[config.mk]
export PLATFORM = sky130hd
export DESIGN_NAME = scbc_div
export DESIGN_NICKNAME = d
export VERILOG_FILES = /design/src/hdl/scbc_pkg.sv /design/src/hdl/scbc_div.sv
export SDC_FILE = /design/constraint.sdc
export NUM_CORES = 1
export LEC_CHECK = 0
export ABC_AREA = 1
export BUFFER_PORTS_ARGS = -buffer_cell sky130_fd_sc_hd__buf_2
export CAP_MARGIN = 25
export CORE_MARGIN = 10
export CORE_UTILIZATION = 42
export CTS_CLUSTER_DIAMETER = 100
export CTS_CLUSTER_SIZE = 28
export DETAILED_ROUTE_END_ITERATION = 6
export GPL_TIMING_DRIVEN = 0
export PLACE_DENSITY = 0.74
export REMOVE_ABC_BUFFERS = 1
export SYNTH_ARGS = -nofsm -noshare
export SYNTH_HDL_FRONTEND = slang
export SYNTH_SLANG_ARGS = --single-unit
[constraint.sdc]
create_clock -name clk -period 1.8 [get_ports clk]
set_clock_uncertainty 0.15 [all_clocks]
set_input_delay 0.27 -clock clk [delete_from_list [all_inputs] [get_ports clk]]
set_output_delay 0.27 -clock clk [all_outputs]
set_load 0.1 [all_outputs]
[src/hdl/scbc_pkg.sv]
// ----------------------------------------------------------------------------
// scbc_pkg
// Shared types and constants for the size class block cache.
// ----------------------------------------------------------------------------
package scbc_pkg;

  localparam int DATA_W     = 32;  // width of sizes, addresses on the ports
  localparam int HDR_W      = 8;   // width of header_size
  localparam int CFG_ADDR_W = 3;   // two 32-bit registers at 0x0 and 0x4

  localparam logic [HDR_W-1:0] HDR_RESET = 8'd16;

  typedef enum logic [1:0] {
    OP_ALLOC    = 2'd0,
    OP_FREE     = 2'd1,
    OP_REGISTER = 2'd2,
    OP_DRAIN    = 2'd3
  } op_t;

  typedef enum logic [2:0] {
    ST_HIT        = 3'd0,
    ST_BACKING    = 3'd1,
    ST_FORWARD    = 3'd2,
    ST_REGISTERED = 3'd3,
    ST_CACHED     = 3'd4,
    ST_RELEASE    = 3'd5,
    ST_DRAINED    = 3'd6,
    ST_EMPTY      = 3'd7
  } status_t;

  typedef enum logic {
    REG_ACTIVE = 1'b0,
    REG_HEADER = 1'b1
  } reg_idx_t;

  typedef enum logic [3:0] {
    S_IDLE = 4'b0001,
    S_DIV  = 4'b0010,
    S_FRD  = 4'b0100,
    S_FIN  = 4'b1000
  } state_t;

  // divider status seen by the controller
  typedef struct packed {
    logic              busy;
    logic [DATA_W-1:0] quotient;
  } div_stat_t;

endpackage

[src/hdl/scbc_div.sv]
// ----------------------------------------------------------------------------
// scbc_div
// Divide by a constant: shift and mask for a power of two, else a restoring
// divider that retires four quotient bits per cycle.
// ----------------------------------------------------------------------------
module scbc_div #(
  parameter int DIVISOR = 16
) (
  input  logic                          clk,
  input  logic                          rst_n,
  input  logic                          start,
  input  logic [scbc_pkg::DATA_W-1:0]   dividend,
  output scbc_pkg::div_stat_t           stat,
  output logic [$clog2(DIVISOR)-1:0]    remainder
);

  localparam int  DW      = scbc_pkg::DATA_W;
  localparam int  REM_W   = $clog2(DIVISOR);
  localparam bit  IS_POW2 = (DIVISOR & (DIVISOR - 1)) == 0;
  localparam int  STEPS   = 4;
  localparam int  ITER    = DW / STEPS;
  localparam int  CNT_W   = $clog2(ITER);
  localparam logic [REM_W:0]   DIV_K   = (REM_W + 1)'(DIVISOR);
  localparam logic [CNT_W-1:0] CNT_END = CNT_W'(ITER - 1);

  logic             busy_r;
  logic [CNT_W-1:0] cnt_r;
  logic [DW-1:0]    quo_r;
  logic [REM_W-1:0] rem_r;

  logic [DW-1:0]    step_quo;
  logic [REM_W-1:0] step_rem;
  logic [REM_W:0]   part;

  // quo_r shifts dividend bits out at the top and quotient bits in below
  always_comb begin
    step_quo = quo_r;
    step_rem = rem_r;
    part     = '0;
    for (int k = 0; k < STEPS; k++) begin
      part     = {step_rem, step_quo[DW-1]};
      step_quo = {step_quo[DW-2:0], 1'b0};
      if (part >= DIV_K) begin
        part        = part - DIV_K;
        step_quo[0] = 1'b1;
      end
      step_rem = part[REM_W-1:0];
    end
  end

  always_ff @(posedge clk) begin
    if (!rst_n) begin
      busy_r <= 1'b0;
      cnt_r  <= '0;
    end else if (start) begin
      busy_r <= !IS_POW2;
      cnt_r  <= '0;
    end else if (busy_r) begin
      cnt_r <= cnt_r + 1'b1;
      if (cnt_r == CNT_END) begin
        busy_r <= 1'b0;
      end
    end
  end

  always_ff @(posedge clk) begin
    if (start) begin
      if (IS_POW2) begin
        quo_r <= dividend >> REM_W;
        rem_r <= dividend[REM_W-1:0];
      end else begin
        quo_r <= dividend;
        rem_r <= '0;
      end
    end else if (busy_r) begin
      quo_r <= step_quo;
      rem_r <= step_rem;
    end
  end

  assign stat.busy     = busy_r;
  assign stat.quotient = quo_r;
  assign remainder     = rem_r;

endmodule

==> results_dict.tcl <==
set metrics [dict create \
    status "complete, no violations" \
    dr_total_vias 1375 \
    crit_path_max_incr_delay_ns 0.50 \
    comb_power_share_pct 25.5 \
    synth_warnings 0 \
    clk_pin_slew_ns 0.07 \
    worst_setup_path_start_kind "flip-flop" \
    path_buf_inv 1 \
    synth.area.top_cells "edfxtp_1 56%, nand2_1 23%, dfxtp_1 9.4%, buf_6 2.6%, nor2_1 2.0%" \
    reg2reg_slack_ns 0.14 \
    layout_min_cycle_time_ns 1.71 \
    start_util_pct 42.8 \
    tritoncts "built" \
    final_cells 297 \
    switching_share_pct 35.6 \
    dp_hpwl_um 3020 \
    r2r-start "busy_r" \
    nets 283 \
    endpoint_kind "output pin" \
    drive_above_1_share_pct 32.4 \
    crit_chain "buf_2" \
    rr_worst_depth 3 \
    vias_per_cell 4.63 \
    p_seq_share_pct 49.1 \
    timing.fmax_ghz 0.586 \
    cts.sink_count 40 \
    p_sw_uw 789 \
    die_w_um 83.7 \
    ioPinCount 72 \
    cts_resized 4 \
    grt_first_pass_wirelength_um 6790 \
    yosys.area.top_type "edfxtp_1" \
    cts_hold_buf 0 \
    area_growth_pct 27.1 \
    power.leakage_nw 1.09 \
    synthesis.instances 177 \
    place_inst 289 \
    power-per-cell-area_mw_per_mm2 1020 \
    period_share_pct 94.8 \
    worst_path_max_delay_cell "dfxtp_1" \
    path_delay_family "flip-flops" \
    final_common_cell "nand2_1" \
    cp_data_required_time_ns 1.38 \
    ir_drop_uv 562 \
    clk_latency_ns 0.29 \
    ant_nets 0 \
    slew_headroom_pct 66.4 \
    worstHoldPathCells 3 \
    drt_iter0_markers 81 \
    total_power_mw 2.22 \
    numCtsBuffers 5 \
    fillCellCount 375 \
    gp_congestion 0.718 \
    hold_viol_final 0 \
    slew_viol_final 0 \
    numPortBuffers 71 \
    arrival_ns 1.29 \
    drc 0 \
    grt_max_degree 39 \
    synth.avg_cell_area_um2 9.61 \
    r2r_end "quo_r[8]" \
    ys_seq_elements 40 \
    hold_path_end "busy_r" \
    core-area_mm2 0.00397 \
    rows 23 \
    diodes 0 \
    path_class "reg -> out" \
    ys_types 13 \
    final_cell_mix "105 x nand2_1, 70 x buf_2, 32 x edfxtp_1" \
    grt_overflow 0 \
    wl_per_cell_um 14.0 \
    root_buffer "clkbuf_8" \
    die_height_um 83.7 \
    cts_max_level 2 \
    routed_wl_um 4160 \
    cts_setup_buffers 0 \
    yosys.area.top_type_share_pct 56.5 \
    p_clk_share_pct 25.4 \
    cap_violations 0 \
    hp-start "rst_n" \
    antenna_found_initial 0 \
    tightest_slew_ns 0.507 \
    yosysSeqAreaShare_pct 65.9 \
    internal_power_mw 1.43 \
    grt_setup_unrepaired "false" \
    dr.pass1.iters 4 \
    grt.total_usage_pct 11.9 \
    die-area_mm2 0.00700 \
    syn_area_mm2 0.00170 \
    crit_fanout 10 \
    setup_violations 0 \
    clockBufferDepth 2 \
    grt_pass1_vias 1372 \
    hold_path.class "in -> reg" \
]
through the flow:
stage	utilization (%)	setup TNS [ns]	worst slack (ns)	hold WS, ns	cell area, µm²
final	54.5	0	0.0935	0.0883	2160
after global placement	51.4	-38.38	-1.15	0.303	2040
after global routing	54.5	0	0.0106	0.0858	2160
after detailed placement	52.1	-28.06	-0.893	0.311	2070
after floorplan	-	-27.49	-0.859	0.197	1620
after CTS	54.5	0	0.0849	0.0815	2160
state kept, by name, summed over array words and instances, names as in the netlist:
signal     count
busy_r         1
cnt_r          3
quo_r         32
remainder      4
final cells by class:
type	instances	area (µm²)	share of cell area (%)
clock inverter	1	5.00	0.231
timing repair buffer	72	385	17.8
sequential	40	1120	51.8
tap	50	62.6	2.89
clock buffer	7	76.3	3.53
multi-input combinational	124	499	23.1
inverter	3	13.8	0.636
per-layer routing:
layer | wire length, µm | vias to the layer above | track usage (%)
met1 | 1840 | 609 | 14.0
met5 | 0 | - | 0
met2 | 1770 | 61 | 17.4
met4 | 50 | 0 | 3.65
met3 | 504 | 6 | 7.42
li1 | - | 699 | -
logic make-up after synthesis:
family | share of synthesized area, %
DFF | 65.9
AOI/OAI and AO/OA | 1.76
buffers and inverters | 5.22
and+or+nand+nor | 25.7
adders and majority gates | 1.47
synth_stat cells:
cell type,number
dfxtp_1,8
inv_2,1
edfxtp_1,32
nand2_1,106
inv_1,2
a21oi_1,2
nor3_1,1
ha_1,2
buf_6,4
buf_4,1
o21ai_0,4
nor2_1,9
buf_2,5
power groups by stage:
stage	registers [mW]	clock network (mW)	logic [mW]
2_1_floorplan	1.48	0	0.0679
3_3_place_gp	1.11	0	0.556
3_5_place_dp	1.11	0	0.569
4_1_cts	1.09	0.580	0.572
5_1_grt	1.10	0.629	0.595
6_report	1.09	0.562	0.566
worst max-delay path by stage:
stage	startpoint	end	cells after the start
detailed placement	start	quo_r[6]	4
finish	busy_r	stat[32]	1
global route	busy_r	stat[32]	1
global placement	start	quo_r[8]	3
floorplan	busy_r	quo_r[0]	2
CTS	busy_r	stat[32]	1
Power figures use the tool's default switching activity.
