**src/hdl/scbc_ram.sv**
```systemverilog
// ----------------------------------------------------------------------------
// scbc_ram
// Simple dual-port RAM: one write port, one read port with registered data.
// ----------------------------------------------------------------------------
module scbc_ram #(
  parameter int WIDTH = 32,
  parameter int DEPTH = 16
) (
  input  logic                     clk,
  input  logic                     we,
  input  logic [$clog2(DEPTH)-1:0] waddr,
  input  logic [WIDTH-1:0]         wdata,
  input  logic                     re,
  input  logic [$clog2(DEPTH)-1:0] raddr,
  output logic [WIDTH-1:0]         rdata
);

  logic [WIDTH-1:0] mem [DEPTH];
  logic [WIDTH-1:0] rdata_r;

  always_ff @(posedge clk) begin
    if (we) begin
      mem[waddr] <= wdata;
    end
    if (re) begin
      rdata_r <= mem[raddr];
    end
  end

  assign rdata = rdata_r;

endmodule

```
**config.mk**
```make
export PLATFORM = sky130hd
export DESIGN_NAME = scbc_ram
export DESIGN_NICKNAME = d
export VERILOG_FILES = /design/src/hdl/scbc_ram.sv
export SDC_FILE = /design/constraint.sdc
export NUM_CORES = 1
export LEC_CHECK = 0
export BUFFER_PORTS_ARGS = -buffer_cell sky130_fd_sc_hd__buf_4
export CAP_MARGIN = 15
export CORE_MARGIN = 2
export CORE_UTILIZATION = 66
export CTS_BUF_LIST = sky130_fd_sc_hd__clkbuf_4 sky130_fd_sc_hd__clkbuf_8 sky130_fd_sc_hd__clkbuf_16
export CTS_CLUSTER_DIAMETER = 120
export CTS_CLUSTER_SIZE = 20
export DETAILED_ROUTE_END_ITERATION = 16
export HOLD_SLACK_MARGIN = 0.03
export PLACE_DENSITY = 0.84
export SYNTH_ARGS = -nofsm -noshare
export SYNTH_HDL_FRONTEND = slang
export SYNTH_SLANG_ARGS = --single-unit
```
**constraint.sdc**
```tcl
create_clock -name clk -period 7.8 [get_ports clk]
set_clock_uncertainty 0.1 [all_clocks]
set_input_delay 1.17 -clock clk [delete_from_list [all_inputs] [get_ports clk]]
set_output_delay 1.17 -clock clk [all_outputs]
set_load 0.1 [all_outputs]
```
==> impl_metrics.yaml, run 1 <==
run_status:
  status: "finished, final reports clean"
die:
  rows: 64
  fp.dieH_um: 179
  chipWidth_um: 179
  io_pins: 75
  initial_utilization: 0.665
  die_area_mm2: 0.0320
  coreArea_mm2: 0.0303
final_layout:
  final_cells: 1320
  final_nets: 968
  drive_above_1_share: 0.301
  diodes: 0
  synthToLayoutAreaGrowth_pct: 9.58
  final_util: 0.728
clocking:
  cts_sinks: 544
  cts_hold_buf: 0
  clock_path_buffers: 3
  clockRootBuffer: "clkbuf_16"
  postCtsSetupBuffers: 0
  worstSkewPairLatency_ns: 0.57
  cts_resized: 0
  cts_tree: "done"
  cts_buffers: 31
  cts.clk_slew.worst_paths_ns: 0.08
  htreeDepth: 1
critical_path:
  cp-start-kind: "input pin"
  critPathLaunch: "raddr[0]"
  end_kind: "register"
  r2r_start: "mem[11][26]"
  cp.required_ns: 8.02
  crit_type: "input pin to register"
  critical_path.max_fanout: 50
  worstPathArrival_ns: 3.44
yosys:
  synth-warning-count: 0
  yosys.area.top_type: "edfxtp_1"
  synth-seq-cells: 544
  syn_nets: 881
  synth_top_area_frac: 0.810
  seq_area_frac_synth: 0.810
  avgSynthCellArea_um2: 24.1
  yosysUniqueCellTypes: 17
  postSynthCellCount: 838
  synth_area_mm2: 0.0202
  synthTopCellsByArea: "edfxtp_1 81%, mux4_2 14%, a22oi_1 2.4%, nand2_1 0.61%, buf_4 0.41%"
routing:
  dr.pass1.iters: 6
  vias: 9348
  dr.first_iter.drc_count: 1303
  drc: 0
  wl_per_cell_um: 32.3
  routed_wl_mm: 42.7
  vias_per_cell: 7.08
  ant_nets: 0
worst_hold_path:
  hp-class: "register to register"
  hold_path.startpoint: "mem[13][6]"
placement:
  post-place-cells: 1288
  gp_congestion: 0.745
  io_buffers: 74
  hpwl_mm: 19.9
global_routing:
  grt_pass1_vias: 9587
  grt_max_degree: 51
  grt_pass1_wl_mm: 62.4
  met2_usage: 0.453
  use_met1: 0.408
  top_usage_layer: "met2"
  grt_usage: 0.279
  use_met3: 0.0397
  grt_antenna_before_repair: 0
  overflow: 0
timing:
  rsz0062_at_grt: "no"
  whs_ns: 0.654
  final_hold_viol_count: 0
  period_minus_slack_ns: 3.22
  final-max-slew-violation-count: 0
  final.setup.tns_ns: 0
  post-route-period-util: 0.413
  relSlewSlack: 0.300
  worst_pin_slew_ns: 1.05
  fmax_mhz: 311
  setup_viol: 0
power_and_ir_drop:
  power.total_w: 0.00526
  power.density_mw_per_mm2: 238
  p_leak_nw: 6.94
  max-vdd-ir-drop_mv: 0.221
flow_run:
  maxCapViolCount: 0
[layout by cell type (no fill, tap or decap), drive strengths merged]
cell and count:
a22oi 64, and2 1, buf 96, clkbuf 32
edfxtp 544, inv 1, mux4 128, nand2 33
nand2b 2, nand3 1, nand3b 2, nor2 13
nor2b 2, nor3 4, or3b 1
[routing by layer]
metal | up-vias | routed length [um]
met4 | 0 | 1180
met2 | 632 | 21400
met5 | - | 0
met1 | 4896 | 15500
li1 | 3727 | -
met3 | 93 | 4600
[final timing paths]
| check | end | slack [ns] | depth (start not counted) |
|---|---|---|---|
| worst min register to register | rdata[6] | 0.65 | 3 |
| worst max register to register | rdata[26] | 6.14 | 3 |
| worst min-delay path | rdata[6] | 0.65 | 3 |
| worst max-delay path | rdata[9] | 4.58 | 5 |
[critical path, cell delays in order]
cell      delay [ns]
clkbuf_8        0.40
buf_4           0.84
mux4_2          0.61
a22oi_1         0.23
nand2_1         0.09
[per-stage QoR]
stage | cell area (um^2) | worst slack, ns
CTS | 22100 | 4.53
detailed placement | 21300 | 3.91
finish | 22100 | 4.58
global placement | 21300 | 3.96
global route | 22100 | 4.33
floorplan | 20200 | 3.35
[flip-flops by register name (all words and copies together), names as in the netlist]
register / cells
mem: 512
rdata: 32
[cell families after synthesis]
family | after synthesis | share of synthesized area
flip-flops | 544 | 0.810
multiplexers | 128 | 0.143
AO/OA/AOI/OAI | 64 | 0.0238
AND/OR/NAND/NOR | 59 | 0.0125
buffers and inverters | 43 | 0.0110
[cell usage after synthesis, drive strengths merged]
cell type,count
a22oi,64
and2,1
buf,26
clkbuf,17
edfxtp,544
mux4,128
nand2,33
nand2b,2
nand3,1
nand3b,2
nor2,13
nor2b,2
nor3,4
or3b,1
[where the power goes]
part / switching (W) / internal [W] / total, W
clock: 0.000845 / 0.000707 / 0.00155
sequential: 0.0000219 / 0.00329 / 0.00331
combinational: 0.000268 / 0.000125 / 0.000393
total: 0.00113 / 0.00412 / 0.00526
[layout make-up]
cell class	instances	area (um^2)
Fill cell	1602	8240
Sequential cell	544	16300
Multi-Input combinational cell	251	3750
Clock buffer	31	776
Timing Repair Buffer	97	734
Clock inverter	1	16.3
Tap cell	396	495
Power figures use the tool's default switching activity.
==> inputs of run 2 (changes only) <==
--- a/config.mk
+++ b/config.mk
@@ -8,13 +8,13 @@
 export BUFFER_PORTS_ARGS = -buffer_cell sky130_fd_sc_hd__buf_4
 export CAP_MARGIN = 15
 export CORE_MARGIN = 2
-export CORE_UTILIZATION = 66
+export CORE_UTILIZATION = 61
 export CTS_BUF_LIST = sky130_fd_sc_hd__clkbuf_4 sky130_fd_sc_hd__clkbuf_8 sky130_fd_sc_hd__clkbuf_16
 export CTS_CLUSTER_DIAMETER = 120
 export CTS_CLUSTER_SIZE = 20
 export DETAILED_ROUTE_END_ITERATION = 16
 export HOLD_SLACK_MARGIN = 0.03
-export PLACE_DENSITY = 0.84
+export PLACE_DENSITY = 0.79
 export SYNTH_ARGS = -nofsm -noshare
 export SYNTH_HDL_FRONTEND = slang
 export SYNTH_SLANG_ARGS = --single-unit
==> constraint.sdc (replaced) <==
create_clock -name clk -period 3.25 [get_ports clk]
set_clock_uncertainty 0.1 [all_clocks]
set_input_delay 0.4875 -clock clk [delete_from_list [all_inputs] [get_ports clk]]
set_output_delay 0.4875 -clock clk [all_outputs]
set_load 0.1 [all_outputs]
==> run 2 against run 1 <==
Clock-buffer cell count is the same. First-iteration DRC count decreased by 22%. Via count decreased by 1.3%. Sequential share of layout area shrank 1.2 points. Combinational power up 150%. Setup slack worse by 3.2 ns.
==> impl_metrics.yaml, run 2 (synthesis gave the netlist of run 1 again) <==
run_status:
  status: "finished, final reports clean"
final_layout:
  largest_reg_flops: 512
  final_nets: 984
  regMostFlops: "mem"
  fin_area_mm2: 0.0225
  drive_above_1_share: 0.313
  final_cell_mix: "544 x edfxtp_1, 128 x mux4_2, 100 x buf_4, 64 x a22oi_1, 33 x nand2_1"
  synthToLayoutAreaGrowth_pct: 11.4
  layout_commonest_cell: "edfxtp_1"
  nFillCells: 1929
  multiInputGateArea_mm2: 0.00377
  seq_area_mm2: 0.0163
  final_util: 0.691
  diodes: 0
  final_cells: 1383
clocking:
  cts_buffers: 31
  htreeDepth: 1
  clock_path_buffers: 3
  clockRootBuffer: "clkbuf_16"
  cts_sinks: 544
  cts_resized: 0
  worstSkewPairLatency_ns: 0.59
  cts_hold_buf: 0
  postCtsSetupBuffers: 0
  cts.clk_slew.worst_paths_ns: 0.08
  cts_tree: "done"
global_routing:
  grt_max_degree: 42
  grt_pass1_wl_mm: 59.4
  overflow: 0
  grt_pass1_vias: 9448
  grt_antenna_before_repair: 0
  grt_usage: 0.240
die:
  coreArea_mm2: 0.0325
  fp.dieH_um: 186
  rows: 66
  io_pins: 75
  initial_utilization: 0.620
  die_area_mm2: 0.0345
  chipWidth_um: 186
power_and_ir_drop:
  p_leak_nw: 7.09
  power.share.clock: 0.296
  power_frac_seq: 0.627
  power.density_mw_per_mm2: 563
  p_switching_w: 0.00273
  p_comb_frac: 0.077
  internal-power_w: 0.00993
  switching_share: 0.216
  max-vdd-ir-drop_mv: 0.450
routing:
  drc: 0
  wl_met1_mm: 15.6
  top_layer_used: "met4"
  routed_wl_mm: 40.0
  vias_per_cell: 6.67
  dr.pass1.iters: 7
  dr.first_iter.drc_count: 1012
  vias: 9223
  wl_per_cell_um: 28.9
  ant_nets: 0
  wl_met2_mm: 20.1
  routed-wl-met3_mm: 3.42
timing:
  worst_pin_slew_ns: 0.896
  relSlewSlack: 0.401
  fmax_mhz: 522
  rsz0062_at_grt: "no"
  post-route-period-util: 0.589
  final.setup.tns_ns: 0
  setup_viol: 0
  final_hold_viol_count: 0
  period_minus_slack_ns: 1.91
  final-max-slew-violation-count: 0
placement:
  gp_congestion: 0.734
  io_buffers: 74
  post-place-cells: 1350
  hpwl_mm: 22.5
  dpl_cell_area_mm2: 0.0217
critical_path:
  crit_type: "register to output port"
  slowest_delay_ns: 0.42
  slowest_stage: "edfxtp_1"
  cp.required_ns: 2.66
  crit_buf_inv: 1
  worstPathArrival_ns: 1.33
  end_kind: "output port"
  path_cells: "buf_4"
  cp_top_family: "flip-flops"
  cp-start-kind: "register"
  critical_path.max_fanout: 1
flow_run:
  maxCapViolCount: 0
worst_hold_path:
  hp-class: "input pin to register"
run 2: per-layer routing:
metal | up-vias | track usage
met5 | - | 0
met4 | 0 | 0.0586
met3 | 60 | 0.0292
met2 | 492 | 0.392
met1 | 4904 | 0.356
li1 | 3767 | -
run 2: layout make-up:
cell class                 instances  area share
tap                              442      0.0246
multi-input combinational        251       0.168
timing repair buffer             113      0.0447
clock buffer                      31      0.0345
sequential                       544       0.727
clock inverter                     2     0.00161
run 2: worst paths after layout:
| check | from | endpoint | slack, ns | cells after the start |
|---|---|---|---|---|
| worst max register to register | mem[11][3] | rdata[3] | 1.62 | 3 |
| worst max-delay path | rdata[5] | rdata[5] | 1.34 | 1 |
| worst min-delay path | wdata[24] | mem[10][24] | 0.09 | 1 |
| worst min register to register | mem[14][25] | rdata[25] | 0.64 | 3 |
run 2: power by group through the flow:
stage | registers [W] | clock network, W | logic, W
floorplan | 0.00834 | 0 | 0.000378
global placement | 0.00809 | 0 | 0.000954
detailed placement | 0.00810 | 0 | 0.000976
CTS | 0.00794 | 0.00381 | 0.000979
global route | 0.00795 | 0.00405 | 0.00103
finish | 0.00794 | 0.00375 | 0.000970
run 2: metrics by stage:
stage          hold WS, ns  power [W]  worst slack (ns)
2_1_floorplan        0.486    0.00871             0.354
3_3_place_gp         0.623    0.00904             0.806
3_5_place_dp         0.629    0.00908             0.762
4_1_cts             0.0557     0.0127              1.31
5_1_grt             0.0870     0.0130              1.27
6_report            0.0871     0.0127              1.34
==> inputs of run 3 (changes only) <==
==> constraint.sdc (replaced) <==
create_clock -name clk -period 1.9 [get_ports clk]
set_clock_uncertainty 0.1 [all_clocks]
set_input_delay 0.285 -clock clk [delete_from_list [all_inputs] [get_ports clk]]
set_output_delay 0.285 -clock clk [all_outputs]
set_load 0.1 [all_outputs]
==> run 3 against run 2 <==
Routed wire length up 7.9%. Setup slack worse by 1.1 ns. Non-clock buffer count up 49. Critical path depth unchanged. Total power up 72%. Final cell count up 3.5%. Flip-flop and latch count unchanged. Utilization up 2.1 points. Sequential share of layout area down 2.1 points.
==> impl_metrics.yaml, run 3 (synthesis gave the netlist of run 1 again) <==
timing:
  post-route-period-util: 0.899
  final_hold_viol_count: 0
  finalWorstSetupSlack_ns: 0.191
  rsz0062_at_grt: "no"
  setup_viol: 0
  final-max-slew-violation-count: 0
  relSlewSlack: 0.214
  period_minus_slack_ns: 1.71
  worst_pin_slew_ns: 1.18
  fmax_mhz: 585
final_layout:
  layout_commonest_cell: "edfxtp_1"
  final_cell_mix: "544 x edfxtp_1, 128 x mux4_2, 97 x buf_4, 64 x a22oi_1"
  diodes: 0
  final_cells: 1431
  drive_above_1_share: 0.313
  final_util: 0.712
  largest_reg_flops: 512
  synthToLayoutAreaGrowth_pct: 14.8
  regMostFlops: "mem"
  final_nets: 1033
worst_hold_path:
  hp-class: "input pin to register"
die:
  initial_utilization: 0.620
  die_area_mm2: 0.0345
  fp.dieH_um: 186
  chipWidth_um: 186
  rows: 66
  io_pins: 75
  coreArea_mm2: 0.0325
routing:
  vias_per_cell: 6.60
  dr.pass1.iters: 7
  drc: 0
  wl_per_cell_um: 30.2
  ant_nets: 0
  routed_wl_mm: 43.2
  dr.first_iter.drc_count: 1342
  vias: 9443
clocking:
  cts_sinks: 544
  worstSkewPairLatency_ns: 0.59
  cts_buffers: 31
  cts_resized: 0
  cts_hold_buf: 33
  cts_tree: "done"
  cts.clk_slew.worst_paths_ns: 0.08
  postCtsSetupBuffers: 0
  clock_path_buffers: 3
  clockRootBuffer: "clkbuf_16"
  htreeDepth: 1
global_routing:
  grt_antenna_before_repair: 0
  grt_pass1_vias: 9901
  grt_pass1_wl_mm: 63.9
  grt_max_degree: 39
  overflow: 0
  grt_usage: 0.261
critical_path:
  end_kind: "output port"
  r2r_cells: 3
  path_depth: 1
  critPathLaunch: "rdata[22]"
  critical_path.max_fanout: 1
  r2r_setup_slack_ns: 0.28
  crit_type: "register to output port"
  r2r_start: "mem[11][23]"
  worstPathArrival_ns: 1.32
  path_cells: "buf_4"
  slowest_stage: "edfxtp_1"
  critPathCapture: "rdata[22]"
  cp_top_family: "flip-flops"
  regToRegEndpoint: "rdata[23]"
  slowest_delay_ns: 0.43
  cp-start-kind: "register"
  cp.required_ns: 1.51
  crit_buf_inv: 1
power_and_ir_drop:
  p_leak_nw: 7.36
  p_switching_w: 0.00469
  power.total_w: 0.0217
  p_comb_frac: 0.082
  internal-power_w: 0.0170
  switching_share: 0.216
  max-vdd-ir-drop_mv: 0.809
  power.share.clock: 0.293
  power_frac_seq: 0.625
  power.density_mw_per_mm2: 939
placement:
  hpwl_mm: 23.7
  gp_congestion: 0.722
  pre_cts_ws_ns: -0.154
  io_buffers: 74
  post-place-cells: 1366
run_status:
  status: "finished, final reports clean"
flow_run:
  maxCapViolCount: 0
## run 3: worst min path at each step
stage | cells past startpoint | endpoint | from
after floorplan | 0 | mem[0][0] | wdata[0]
after global placement | 1 | mem[14][18] | wdata[18]
after detailed placement | 1 | mem[14][27] | wdata[27]
after CTS | 3 | mem[12][18] | waddr[1]
after global routing | 3 | mem[12][14] | waddr[1]
final | 3 | mem[12][14] | waddr[1]
## run 3: power groups by stage
stage	Clock [W]	Sequential [W]	Combinational, W
6_report	0.00636	0.0136	0.00178
2_1_floorplan	0	0.0143	0.000649
5_1_grt	0.00681	0.0136	0.00188
3_3_place_gp	0	0.0138	0.00168
4_1_cts	0.00644	0.0136	0.00179
3_5_place_dp	0	0.0139	0.00172
## run 3: layout make-up
class,count,area (um^2)
clock buffers,31,776
repair buffers,162,1690
multi-input cells,251,3780
well taps,442,553
clock inverters,1,16.3
flip-flops and latches,544,16300
fillers,1870,9390
## run 3: metal layers
layer  GRT usage  part of all wire
met5           0                 0
met4      0.0750             0.026
met3      0.0321             0.078
met2       0.431              0.51
met1       0.377              0.39
## run 3: metrics by stage
step	hold slack (ns)	instance area [um^2]	TNS, ns
2_1_floorplan	0.284	20200	-190.24
3_3_place_gp	0.476	22000	-1.39
3_5_place_dp	0.481	22000	-2.33
4_1_cts	0.194	23200	0
5_1_grt	0.201	23200	0
6_report	0.211	23200	0
